--- src/rtl/core/hsv_to_rgb_converter_core_macros.svh ---
// ----------------------------------------------------------------------------
// HSV to RGB converter assertion macros
// Shorthand for clocked assertions that are disabled while rst is high.
// ----------------------------------------------------------------------------
`ifndef HSV_TO_RGB_CONVERTER_CORE_MACROS_SVH
`define HSV_TO_RGB_CONVERTER_CORE_MACROS_SVH

// The consequent must hold in the same cycle as the antecedent.
`define HSV2RGB_ASSERT_NOW(label, ante, cons, msg) \
  label: assert property (@(posedge clk) disable iff (rst) (ante) |-> (cons)) \
    else $error(msg);

// The consequent must hold in the cycle after the antecedent.
`define HSV2RGB_ASSERT_NEXT(label, ante, cons, msg) \
  label: assert property (@(posedge clk) disable iff (rst) (ante) |=> (cons)) \
    else $error(msg);

`endif

--- src/rtl/core/hsv2rgb_pkg.sv ---
// ----------------------------------------------------------------------------
// HSV to RGB converter package
// Field widths and the hue sector codes shared by the converter files.
// ----------------------------------------------------------------------------
package hsv2rgb_pkg;

  localparam int HUE_W = 15;
  localparam int CH_W  = 9;

  typedef logic [HUE_W-1:0] hue_t;
  typedef logic [CH_W-1:0]  chan_t;

  // 60-degree hue sectors, named after the color at the start of each one.
  typedef enum logic [2:0] {
    SEC_RED     = 3'd0,
    SEC_YELLOW  = 3'd1,
    SEC_GREEN   = 3'd2,
    SEC_CYAN    = 3'd3,
    SEC_BLUE    = 3'd4,
    SEC_MAGENTA = 3'd5
  } sector_t;

endpackage

--- src/rtl/core/hsv2rgb_hsv_if.sv ---
// ----------------------------------------------------------------------------
// HSV pixel channel
// Valid/ready channel that carries one hue, saturation, brightness request.
// ----------------------------------------------------------------------------
interface hsv2rgb_hsv_if;
  import hsv2rgb_pkg::*;

  logic  valid;
  logic  ready;
  hue_t  hue;
  chan_t saturation;
  chan_t brightness;

  modport source (output valid, output hue, output saturation, output brightness,
                  input ready);
  modport sink (input valid, input hue, input saturation, input brightness,
                output ready);
endinterface

--- src/rtl/core/hsv2rgb_rgb_if.sv ---
// ----------------------------------------------------------------------------
// RGB pixel channel
// Valid/ready channel that carries one red, green, blue request.
// ----------------------------------------------------------------------------
interface hsv2rgb_rgb_if;
  import hsv2rgb_pkg::*;

  logic  valid;
  logic  ready;
  chan_t red;
  chan_t green;
  chan_t blue;

  modport source (output valid, output red, output green, output blue, input ready);
  modport sink (input valid, input red, input green, input blue, output ready);
endinterface

--- src/rtl/core/hsv_to_rgb_converter_core.sv ---
// ----------------------------------------------------------------------------
// HSV to RGB converter core
// Six-stage pipeline that turns fixed-point hue, saturation, brightness into
// red, green, blue.
// ----------------------------------------------------------------------------
// The converter takes one pixel per clock unless a stall holds it and passes
// each result through the six register stages: hue split, reciprocal
// multiply for the sector fraction, quotient correction, saturation products,
// brightness products, and the channel select into the output register. Each
// stage holds its request only while the stage after it is full and stalled,
// so bubbles close up and the input keeps flowing while a result waits.
// Saturation and brightness above 1.0 are clamped, hue at or above 360 degrees
// counts as 0, and zero saturation yields grey through the same arithmetic.
`include "hsv_to_rgb_converter_core_macros.svh"

module hsv_to_rgb_converter_core #(
  parameter int CHANNEL_FRAC_BITS = 8,
  parameter int HUE_FRAC_BITS     = 6
) (
  input logic           clk,
  input logic           rst,
  hsv2rgb_hsv_if.sink   hsv,
  hsv2rgb_rgb_if.source rgb
);
  import hsv2rgb_pkg::*;

  localparam int NS  = 6;
  localparam int CFB = CHANNEL_FRAC_BITS;
  localparam int CW  = CFB + 1;
  localparam int SW  = (CW > CH_W) ? CW : CH_W;
  localparam int HCW = (9 + HUE_FRAC_BITS > HUE_W) ? 9 + HUE_FRAC_BITS : HUE_W;
  localparam int RW  = 6 + HUE_FRAC_BITS;
  localparam int XW  = CFB + 4;
  localparam int MW  = CFB + 5;
  localparam int RECIP_SHIFT = CFB + 8;
  localparam int PW  = XW + MW;

  localparam logic [CW-1:0]  ONE_C = {1'b1, {CFB{1'b0}}};
  localparam logic [SW-1:0]  ONE_S = SW'(ONE_C);
  localparam logic [HCW-1:0] HUE_FULL = HCW'(360) << HUE_FRAC_BITS;
  localparam logic [HCW-1:0] THR1 = HCW'(60) << HUE_FRAC_BITS;
  localparam logic [HCW-1:0] THR2 = HCW'(120) << HUE_FRAC_BITS;
  localparam logic [HCW-1:0] THR3 = HCW'(180) << HUE_FRAC_BITS;
  localparam logic [HCW-1:0] THR4 = HCW'(240) << HUE_FRAC_BITS;
  localparam logic [HCW-1:0] THR5 = HCW'(300) << HUE_FRAC_BITS;
  localparam logic [MW-1:0]  RECIP = MW'((1 << RECIP_SHIFT) / 15);

  logic [NS-1:0] vld;
  logic [NS-1:0] en;
  logic [NS-1:0] vld_in;

  // Pipeline control: a stage loads when it is empty or the next one loads.
  always_comb begin
    en[NS-1] = !vld[NS-1] || rgb.ready;
    for (int k = NS - 2; k >= 0; k--) begin
      en[k] = !vld[k] || en[k+1];
    end
  end

  assign vld_in    = {vld[NS-2:0], hsv.valid};
  assign hsv.ready = en[0];
  assign rgb.valid = vld[NS-1];

  always_ff @(posedge clk) begin
    if (rst) begin
      vld <= '0;
    end else begin
      for (int k = 0; k < NS; k++) begin
        if (en[k]) begin
          vld[k] <= vld_in[k];
        end
      end
    end
  end

  // Stage 0: clamp, hue wrap, sector split.
  logic [SW-1:0]  sat_ext;
  logic [SW-1:0]  bri_ext;
  logic [CW-1:0]  sat_cl;
  logic [CW-1:0]  bri_cl;
  logic [HCW-1:0] hue_ext;
  logic [HCW-1:0] hue_w;
  logic [HCW-1:0] base;
  logic [HCW-1:0] rem_full;
  logic [RW-1:0]  rem;
  logic [RW+CFB-1:0] rem_scaled;
  sector_t        sector_next;

  sector_t        s0_sector;
  logic [XW-1:0]  s0_x;
  logic [CW-1:0]  s0_sat;
  logic [CW-1:0]  s0_val;

  always_comb begin
    sat_ext = SW'(hsv.saturation);
    bri_ext = SW'(hsv.brightness);
    sat_cl  = (sat_ext > ONE_S) ? ONE_C : sat_ext[CW-1:0];
    bri_cl  = (bri_ext > ONE_S) ? ONE_C : bri_ext[CW-1:0];
    hue_ext = HCW'(hsv.hue);
    hue_w   = (hue_ext >= HUE_FULL) ? '0 : hue_ext;
    priority if (hue_w >= THR5) begin
      sector_next = SEC_MAGENTA;
      base        = THR5;
    end else if (hue_w >= THR4) begin
      sector_next = SEC_BLUE;
      base        = THR4;
    end else if (hue_w >= THR3) begin
      sector_next = SEC_CYAN;
      base        = THR3;
    end else if (hue_w >= THR2) begin
      sector_next = SEC_GREEN;
      base        = THR2;
    end else if (hue_w >= THR1) begin
      sector_next = SEC_YELLOW;
      base        = THR1;
    end else begin
      sector_next = SEC_RED;
      base        = '0;
    end
    rem_full   = hue_w - base;
    rem        = rem_full[RW-1:0];
    rem_scaled = {rem, {CFB{1'b0}}};
  end

  always_ff @(posedge clk) begin
    if (en[0]) begin
      s0_sector <= sector_next;
      // A sector is 15 * 4 * 2^HUE_FRAC_BITS; dividing out the power of two
      // first leaves a plain divide by 15.
      s0_x      <= rem_scaled[RW+CFB-1:HUE_FRAC_BITS+2];
      s0_sat    <= sat_cl;
      s0_val    <= bri_cl;
    end
  end

  // Stage 1: reciprocal multiply, estimate is the quotient or one below.
  logic [PW-1:0] recip_prod;
  sector_t       s1_sector;
  logic [XW-1:0] s1_x;
  logic [CW-1:0] s1_quot;
  logic [CW-1:0] s1_sat;
  logic [CW-1:0] s1_val;
  logic [CW-1:0] s1_p;

  assign recip_prod = PW'(s0_x) * PW'(RECIP);

  always_ff @(posedge clk) begin
    if (en[1]) begin
      s1_sector <= s0_sector;
      s1_x      <= s0_x;
      s1_quot   <= recip_prod[RECIP_SHIFT +: CW];
      s1_sat    <= s0_sat;
      s1_val    <= s0_val;
    end
  end

  hsv2rgb_scale #(.FRAC_BITS(CFB)) u_scale_p (
    .clk    (clk),
    .en     (en[1]),
    .val    (s0_val),
    .amount (s0_sat),
    .term   (s1_p)
  );

  // Stage 2: quotient correction gives the sector fraction.
  logic [XW:0]    quot15;
  logic [XW:0]    resid;
  logic           corr;
  sector_t        s2_sector;
  logic [CFB-1:0] s2_frac;
  logic [CW-1:0]  s2_sat;
  logic [CW-1:0]  s2_val;
  logic [CW-1:0]  s2_p;

  always_comb begin
    quot15 = {s1_quot, 4'b0000} - (XW+1)'(s1_quot);
    resid  = {1'b0, s1_x} - quot15;
    corr   = resid >= (XW+1)'(15);
  end

  always_ff @(posedge clk) begin
    if (en[2]) begin
      s2_sector <= s1_sector;
      s2_frac   <= CFB'(s1_quot + CW'(corr));
      s2_sat    <= s1_sat;
      s2_val    <= s1_val;
      s2_p      <= s1_p;
    end
  end

  // Stage 3: saturation scaled by the fraction and by its complement.
  logic [CW+CFB-1:0] prod_a;
  logic [CW-1:0]     frac_c;
  logic [2*CW-1:0]   prod_b;
  sector_t           s3_sector;
  logic [CW-1:0]     s3_a;
  logic [CW-1:0]     s3_b;
  logic [CW-1:0]     s3_val;
  logic [CW-1:0]     s3_p;

  always_comb begin
    prod_a = (CW+CFB)'(s2_sat) * (CW+CFB)'(s2_frac);
    frac_c = ONE_C - CW'(s2_frac);
    prod_b = (2*CW)'(s2_sat) * (2*CW)'(frac_c);
  end

  always_ff @(posedge clk) begin
    if (en[3]) begin
      s3_sector <= s2_sector;
      s3_a      <= prod_a[CFB +: CW];
      s3_b      <= prod_b[CFB +: CW];
      s3_val    <= s2_val;
      s3_p      <= s2_p;
    end
  end

  // Stage 4: brightness products for q and t.
  sector_t       s4_sector;
  logic [CW-1:0] s4_val;
  logic [CW-1:0] s4_p;
  logic [CW-1:0] s4_q;
  logic [CW-1:0] s4_t;

  always_ff @(posedge clk) begin
    if (en[4]) begin
      s4_sector <= s3_sector;
      s4_val    <= s3_val;
      s4_p      <= s3_p;
    end
  end

  hsv2rgb_scale #(.FRAC_BITS(CFB)) u_scale_q (
    .clk    (clk),
    .en     (en[4]),
    .val    (s3_val),
    .amount (s3_a),
    .term   (s4_q)
  );

  hsv2rgb_scale #(.FRAC_BITS(CFB)) u_scale_t (
    .clk    (clk),
    .en     (en[4]),
    .val    (s3_val),
    .amount (s3_b),
    .term   (s4_t)
  );

  // Stage 5: sector picks the source of each channel.
  logic [CW-1:0] red_sel;
  logic [CW-1:0] green_sel;
  logic [CW-1:0] blue_sel;
  chan_t         out_red;
  chan_t         out_green;
  chan_t         out_blue;

  always_comb begin
    unique case (s4_sector)
      SEC_RED: begin
        red_sel = s4_val; green_sel = s4_t; blue_sel = s4_p;
      end
      SEC_YELLOW: begin
        red_sel = s4_q; green_sel = s4_val; blue_sel = s4_p;
      end
      SEC_GREEN: begin
        red_sel = s4_p; green_sel = s4_val; blue_sel = s4_t;
      end
      SEC_CYAN: begin
        red_sel = s4_p; green_sel = s4_q; blue_sel = s4_val;
      end
      SEC_BLUE: begin
        red_sel = s4_t; green_sel = s4_p; blue_sel = s4_val;
      end
      default: begin
        red_sel = s4_val; green_sel = s4_p; blue_sel = s4_q;
      end
    endcase
  end

  always_ff @(posedge clk) begin
    if (en[5]) begin
      out_red   <= CH_W'(red_sel);
      out_green <= CH_W'(green_sel);
      out_blue  <= CH_W'(blue_sel);
    end
  end

  assign rgb.red   = out_red;
  assign rgb.green = out_green;
  assign rgb.blue  = out_blue;

  `HSV2RGB_ASSERT_NEXT(a_in_capture, hsv.valid && hsv.ready, vld[0],
    "accepted request did not enter the first stage")
  `HSV2RGB_ASSERT_NOW(a_quot_window, vld[1], resid < (XW+1)'(30),
    "reciprocal estimate is more than one below the quotient")
  `HSV2RGB_ASSERT_NOW(a_term_bound, vld[3], s3_a < ONE_C && s3_b <= ONE_C,
    "saturation term exceeds one")
  `HSV2RGB_ASSERT_NEXT(a_stall_hold, vld[4] && !en[4], vld[4],
    "stalled stage lost its request")
endmodule

--- src/rtl/core/hsv2rgb_scale.sv ---
// ----------------------------------------------------------------------------
// HSV to RGB term scaler
// Registered val * (1.0 - amount), truncated to the channel fixed-point format.
// ----------------------------------------------------------------------------
module hsv2rgb_scale #(
  parameter int FRAC_BITS = 8
) (
  input  logic               clk,
  input  logic               en,
  input  logic [FRAC_BITS:0] val,
  input  logic [FRAC_BITS:0] amount,
  output logic [FRAC_BITS:0] term
);
  localparam int CW = FRAC_BITS + 1;
  localparam logic [CW-1:0] ONE_C = {1'b1, {FRAC_BITS{1'b0}}};

  logic [CW-1:0]   keep;
  logic [2*CW-1:0] prod;

  // amount never exceeds 1.0, so keep stays within 0..1.0.
  assign keep = ONE_C - amount;
  assign prod = (2*CW)'(val) * (2*CW)'(keep);

  always_ff @(posedge clk) begin
    if (en) begin
      term <= prod[FRAC_BITS +: CW];
    end
  end
endmodule

--- src/flat_wrapper.sv ---
// flat-port wrapper written by rule: the top's interface ports become plain ports
module hsv_to_rgb_converter_core_flat import hsv2rgb_pkg::*;
#(
  parameter int CHANNEL_FRAC_BITS = 8,
  parameter int HUE_FRAC_BITS     = 6
)
  (clk, rst, hsv_valid, hsv_hue, hsv_saturation, hsv_brightness, hsv_ready, rgb_valid, rgb_red, rgb_green, rgb_blue, rgb_ready);
  hsv2rgb_hsv_if hsv_i ();
  hsv2rgb_rgb_if rgb_i ();
  input logic clk;
  input logic rst;
  input wire logic [$bits(hsv_i.valid)-1:0] hsv_valid;
  input wire logic [$bits(hsv_i.hue)-1:0] hsv_hue;
  input wire logic [$bits(hsv_i.saturation)-1:0] hsv_saturation;
  input wire logic [$bits(hsv_i.brightness)-1:0] hsv_brightness;
  output wire logic [$bits(hsv_i.ready)-1:0] hsv_ready;
  output wire logic [$bits(rgb_i.valid)-1:0] rgb_valid;
  output wire logic [$bits(rgb_i.red)-1:0] rgb_red;
  output wire logic [$bits(rgb_i.green)-1:0] rgb_green;
  output wire logic [$bits(rgb_i.blue)-1:0] rgb_blue;
  input wire logic [$bits(rgb_i.ready)-1:0] rgb_ready;
  assign hsv_i.valid = hsv_valid;
  assign hsv_i.hue = hsv_hue;
  assign hsv_i.saturation = hsv_saturation;
  assign hsv_i.brightness = hsv_brightness;
  assign hsv_ready = hsv_i.ready;
  assign rgb_valid = rgb_i.valid;
  assign rgb_red = rgb_i.red;
  assign rgb_green = rgb_i.green;
  assign rgb_blue = rgb_i.blue;
  assign rgb_i.ready = rgb_ready;
  hsv_to_rgb_converter_core #(.CHANNEL_FRAC_BITS(CHANNEL_FRAC_BITS), .HUE_FRAC_BITS(HUE_FRAC_BITS)) u_core (.clk(clk), .rst(rst), .hsv(hsv_i), .rgb(rgb_i));
endmodule
--- config.mk ---
export PLATFORM = sky130hd
export DESIGN_NAME = hsv_to_rgb_converter_core_flat
export DESIGN_NICKNAME = d
export VERILOG_FILES = /design/src/rtl/core/hsv2rgb_pkg.sv /design/src/rtl/core/hsv2rgb_hsv_if.sv /design/src/rtl/core/hsv2rgb_rgb_if.sv /design/src/rtl/core/hsv_to_rgb_converter_core.sv /design/src/rtl/core/hsv2rgb_scale.sv /design/src/flat_wrapper.sv
export VERILOG_INCLUDE_DIRS = /design/src /design/src/rtl/core
export SDC_FILE = /design/constraint.sdc
export NUM_CORES = 1
export LEC_CHECK = 0
export ABC_CLOCK_PERIOD_IN_PS = 5550
export BUFFER_PORTS_ARGS = -buffer_cell sky130_fd_sc_hd__buf_2
export CORE_UTILIZATION = 58
export CTS_CLUSTER_DIAMETER = 100
export DETAILED_ROUTE_END_ITERATION = 7
export PLACE_DENSITY = 0.78
export SYNTH_ARGS = -nofsm -noshare
export SYNTH_HDL_FRONTEND = slang
export SYNTH_SLANG_ARGS = --single-unit
export TNS_END_PERCENT = 50
--- constraint.sdc ---
create_clock -name clk -period 5.55 [get_ports clk]
set_input_delay 0.555 -clock clk [delete_from_list [all_inputs] [get_ports clk]]
set_output_delay 0.555 -clock clk [all_outputs]
set_load 0.1 [all_outputs]
-- Word level (Yosys, flattened, before mapping)
Index checks and enable logic that the tools add are counted.
- register bits: 233
- output and inout port bits: 29
- logic and storage cells: 93
- $add $sub $neg: 8
- multiply operators: 6
- $lt $le $gt $ge: 9
- equal/unequal tests: 4
- muxes and demuxes: 13
- reductions and logical operators: 18
- operator list (operator ; number):
    case mux 9 bit (3 select lines) ; 3
    multiplier 9 x 9 -> 17 bit ; 4
    two-way mux 12 bit ; 5
    >= comparator 15 x 14 -> 1 bit, second input constant ; 2
    >= comparator 15 bit, second input constant ; 2
    subtractor 9 bit, first input constant ; 3
    multiplier 12 x 13 -> 25 bit, second input constant ; 1
    greater-than comparator 9 bit, second input constant ; 2
    multiplier 9 x 8 -> 17 bit ; 1
    >= comparator 15 x 12 -> 1 bit, second input constant ; 1
    >= comparator 15 x 13 -> 1 bit, second input constant ; 1
    two-way mux 15 bit ; 1
    >= comparator 13 x 4 -> 1 bit, second input constant ; 1
    subtractor 12 x 13 -> 13 bit ; 1
    subtractor 13 x 9 -> 13 bit ; 1
    subtractor 12 bit ; 1
    OR reduction 2 bit ; 5
    subtractor 9 x 8 -> 9 bit, first input constant ; 1
    adder 8 x 1 -> 8 bit ; 1
    equality test 3 x 2 -> 1 bit, second input constant ; 2
    logical NOT 1 bit ; 6
    logical OR 1 bit ; 6
    two-way mux 3 bit ; 2
    equality test 3 x 1 -> 1 bit, second input constant ; 1
    3 further kinds ; 4

-- Depth between registers and ports, before layout
- depth in word-level cells: 9
- depth in mapped cells: 22

-- Cells and area by module
From an unflattened synthesis, not the netlist that was laid out.
- cell total of the unflattened synthesis: 2124
- area total of the unflattened synthesis: 22436.5 um^2
- by module, submodules not included (module ; times used ; cells each ; area an instance (um^2) ; sequential area each (um^2)):
    hsv_to_rgb_converter_core ; 1 ; 1209 ; 13963.4 ; 6125.9
    hsv2rgb_scale (u_core.u_scale_p ...) ; 2 ; 305 ; 2830.2 ; 270.3
    hsv2rgb_scale (u_core.u_scale_t) ; 1 ; 305 ; 2812.7 ; 270.3

-- Least setup slack after synthesis
No wires, ideal clock.
- path type: flip-flop to flip-flop
- start point: register u_core.s3_a[0]
- end point: register u_core.u_scale_q.term[8] (data pin)
- data arrival time: 4.976 ns
- slack: 0.315 ns
- cell stages (with the launch flop): 23
- path buffers: 1
- path through: edfxtp_1 > buf_2 > inv_1 > ha_1 > nand3_2 > or3_4 > xnor2_4 > nand2_1 > fa_1 > fa_1 > inv_1 > fa_1 > inv_1 > fa_1 > inv_1 > ha_1 > or2_1 > o22ai_1 > nor3_1 > nand3b_1 > a31o_2 > a21oi_1 > xnor2_1
- word-level cells in the longest chain between the ends: 2
- ends and longest elaborated chain (item ; RTL line ; text):
    start: declaration ; hsv_to_rgb_converter_core.sv:196 ; logic [CW-1:0] s3_a;
    start signal: assignment ; hsv_to_rgb_converter_core.sv:210 ; s3_a <= prod_a[CFB +: CW];
    subtractor 9 bit ; hsv2rgb_scale.sv:21 ; assign keep = ONE_C - amount;
    multiplier 9 x 9 -> 17 bit ; hsv2rgb_scale.sv:22 ; assign prod = (2*CW)'(val) * (2*CW)'(keep);
    net u_core.u_scale_q.prod[16] ; hsv2rgb_scale.sv:18 ; logic [2*CW-1:0] prod;
    end signal: assignment ; hsv2rgb_scale.sv:26 ; term <= prod[FRAC_BITS +: CW];
    end: declaration ; hsv2rgb_scale.sv:12 ; output logic [FRAC_BITS:0] term
The timed path passes the listed nets, and every way through them passes these cells.
A chain may end at the register's enable or synchronous reset.

-- Worst setup path after layout
- start point: register u_core.s3_a[0]
- end point: register u_core.u_scale_q.term[5] (data pin)
Same word-level chain as after synthesis.

==> results.txt <==
The class of the worst hold path is primary input to register. The synthesized instance count came out at 2085. The clock-pin slew on the worst setup and hold paths came out at 60 ps.

Data arrives at the worst endpoint at 5640 ps. The setup check on the worst reg-to-reg path leaves a slack of 180 ps. The post-synthesis instance area is around 22000 um^2. The switching power came out at approximately 6.7 mW. The detailed placer's ending HPWL came out at 32.5 mm. In this run the critical register-to-register path is launched from u_core.s3_a[0].

The weighted congestion at the end of routability-driven global placement came out at 0.862. For the pin with the worst max-slew slack, the measured transition is 1210 ps. The final setup violation count is 0. Input and output buffers added on the ports amount to 65. The total number of placement rows came out at 71. The endpoint of the worst-slack reg-to-reg timing path is u_core.u_scale_q.term[5]. The internal power of the cells is between 7 and 8 mW. The mean post-synth cell area is 10.7 um^2. The timing startpoint of the critical path is u_core.s3_a[0]. The x dimension of the die is 198 um. The global-route wire length before repair is approximately 71 mm. The total number of nets in the final design came out at 2669. The floorplan die area came out at 39100 um^2.

The first-pass detailed-route iteration total is 5. After the first detailed-routing iteration, the DRC count stood at 640. The depth of the CTS H-tree is 1. The leakage power summed over all cells is about 12 nW. The largest registers in the layout are u_core.s0_x (12), u_core.s1_x (12).

The via count of the first global-routing pass is 15600. The max-slew violation total from the final report came out at 0. The worst pin sits at a relative slew slack of 0.194. The global-route usage over all layers came out at 0.226.

TritonCTS built the clock tree. The total of flip-flops plus latches after synthesis is 233. Of the total power, combinational logic draws 0.664. Wires add up to 41.8 mm. The Yosys step of the flow raised 0 warnings. The y dimension of the die is 198 um. The slowest stage cell on the critical path is sky130_fd_sc_hd__fa_1. The area growth from synthesis to layout is 9.15%.

At the later pin of the worst-skew pair, clock insertion delay measures 550 ps. The critical path launch point type is a register. The CTS sink count is 233. The total congestion overflow came out at 0. In the synthesized netlist the dominant register cell turns out to be sky130_fd_sc_hd__edfxtp_1.

The clock share of power came out at 0.116. The initial antenna violation count came out at 0. The buffer depth of the longest clock path is 3. Once detail routing completed, the nets flagged for antenna violations numbered 0. The region available for standard cell placement spans roughly 38000 um^2. The cell at the root of the clock tree is sky130_fd_sc_hd__clkbuf_16.

The number of cells on the worst reg-to-reg path is 19. The pin count of the biggest net entering global routing is 52. The library cell used most frequently in the layout, excluding fill and tap cells, is sky130_fd_sc_hd__inv_1. The switching portion of total power is 0.457.

The largest driver fanout on the critical path is 7. For this run, the top clock speed supported by timing is 186 MHz. By startpoint and endpoint, the worst setup path is classified as register to register.

The final-layout fill cell count came out at 2936. The number of enable-type register cells in the synthesized netlist came out at 227. Dividing the detail-routed wire length by the instance count gives 15.6 um.

The most numerous cell type found on the critical path is sky130_fd_sc_hd__fa_1. The final setup skew came out at 39.1 ps. Traced cell by cell, the critical path runs through inv_1 > ha_4 > nand3_2 > or3_4 > xnor2_4 > buf_4 > and2_1 > fa_1 > fa_1 > fa_1 > inv_1 > fa_1 > inv_1 > ha_1 > a21o_1 > nand2_1 > or3b_1 > a21oi_1 > xnor2_1. The shortest clock period the worst path allows after layout is 5370 ps. The number of I/O pins came out at 66. The power density of the placed cells is 603 nW/um^2. Summing internal, switching and leakage power gives 14.6 mW. The ratio of cells with drive above 1 in the final layout came out at 0.107. The initial core utilization came out at 0.590. Of all flip-flops after synthesis, the portion carrying an async set or reset was 0. The run finished with clean final reports. The share of the Yosys chip area taken by registers is 0.312. The total negative slack came out at 0 ps. Following the worst setup path forward leads to its endpoint at u_core.u_scale_q.term[5].

In the layout the commonest cells are sky130_fd_sc_hd__inv_1 (371), sky130_fd_sc_hd__fa_1 (246), sky130_fd_sc_hd__edfxtp_1 (227), sky130_fd_sc_hd__ha_1 (226), sky130_fd_sc_hd__and2_1 (207). The category of the worst setup path capture point is a register. The share of the core filled with cells came out at 0.644.

Of the available clock period, the critical path in the final layout requires 0.967. The largest single stage delay on the critical path is 550 ps. When the netlist entered floorplanning its net count stood at roughly 2600.

The remaining design rule violation count is 0. Dividing the detail-routed via count by the number of cells gives 5.40. The quantity of hold-fixing buffers added after cts came out at 0. The share of total power dissipated in sequential elements is 0.219.

The total via count after detailed routing came out at 14500. The TritonCTS buffer count is 25. The max capacitance violation total came out at 0. The largest voltage drop on the vdd net is approximately 0.00037 V. The number of antenna diodes in the final layout is 0.

The required arrival time at the worst endpoint is 5820 ps. In this run, distinct cell masters in the synthesized netlist total 71. The count of endpoints failing hold in the final timing report is 0.
## final cells by class
| cell class | count | area [um^2] | share of cell area |
|---|---|---|---|
| Clock inverter | 14 | 161 | 0.00665 |
| Inverter | 375 | 1410 | 0.0580 |
| Timing Repair Buffer | 103 | 611 | 0.0252 |
| Clock buffer | 32 | 693 | 0.0286 |
| Multi-Input combinational cell | 1420 | 13800 | 0.569 |
| Sequential cell | 233 | 6940 | 0.286 |
| Tap cell | 511 | 639 | 0.0263 |
## how the worst min path moves through the flow
| stage | start | endpoint | cells past startpoint |
|---|---|---|---|
| after floorplan | u_core.s0_sector[0] | u_core.s1_sector[0] | 0 |
| after global placement | u_core.s1_val[5] | u_core.s2_val[5] | 0 |
| after detailed placement | u_core.s1_val[5] | u_core.s2_val[5] | 0 |
| after CTS | hsv_hue[6] | u_core.s0_x[6] | 2 |
| after global routing | rst | u_core.vld[3] | 2 |
| final | rst | u_core.vld[2] | 2 |
## worst max-delay path, delay by kind of cell, from the launching register on
kind            cells  cell delay (ps)
flops               1              400
simple gates        5             1060
compound gates      2              380
fa+ha+maj           6             2620
buf+inv             4              390
xor+xnor            2              230
## metrics by stage
| stage | setup slack, ps | std cells | area [um^2] | hold WS (ps) |
|---|---|---|---|---|
| after detailed placement | 121 | 2638 | 23200 | 405 |
| after global routing | -88.0 | 2688 | 24300 | 272 |
| after global placement | 210 | 2638 | 23200 | 402 |
| after CTS | 65.2 | 2684 | 24100 | 250 |
| final | 182 | 2688 | 24300 | 271 |
| after floorplan | 315 | 2085 | 22200 | 400 |
## synthesized netlist by cell type (all sizes together), types with 6 or more instances
cell,instances,share of area
dfxtp,6,0.0054
clkbuf,42,0.0071
o22ai,18,0.0051
fa,246,0.22
nand2,207,0.035
mux2i,22,0.0099
a211oi,23,0.0080
nor2b,36,0.010
edfxtp,227,0.31
and2,209,0.059
nand4,6,0.0017
o21a,8,0.0027
xor2,32,0.013
buf,15,0.0032
nor2,64,0.011
nand3,19,0.0050
nand2b,11,0.0031
ha,228,0.13
xnor2,74,0.032
nor4,8,0.0025
nor3,19,0.0052
a31oi,6,0.0017
inv,374,0.063
o21ai,29,0.0072
a21oi,64,0.015
a21o,12,0.0041
mux2,26,0.013
## power by group through the flow
stage                     clock, mW  combinational (mW)  sequential (mW)
final                          1.70                9.72             3.21
after global routing           1.79                11.1             3.26
after CTS                      1.74                9.68             3.18
after detailed placement          0                9.57             3.21
after global placement            0                9.23             3.18
after floorplan                   0                7.07             3.60
## logic make-up after synthesis
logic type,Yosys count,synth area share
AOI/OAI and AO/OA,190,0.0553
and+or+nand+nor,602,0.141
DFF,233,0.312
xor gates and xnor gates,106,0.0448
adders and majority gates,474,0.350
buffers and inverters,432,0.0737
muxes,48,0.0231
## layer usage
metal / wire length (um) / track usage / up-vias
met5: 0 / 0 / -
met3: 1770 / 0.0220 / 70
met2: 21400 / 0.414 / 347
met1: 17700 / 0.282 / 7202
met4: 901 / 0.0632 / 0
li1: - / - / 6886
## timing repair
item	4_1_cts	5_1_grt
gates resized for setup	0	28
endpoints found under the setup margin	0	13
buffers inserted	0	4
hold endpoints to repair	0	0
(Power assumes the default switching activity.)
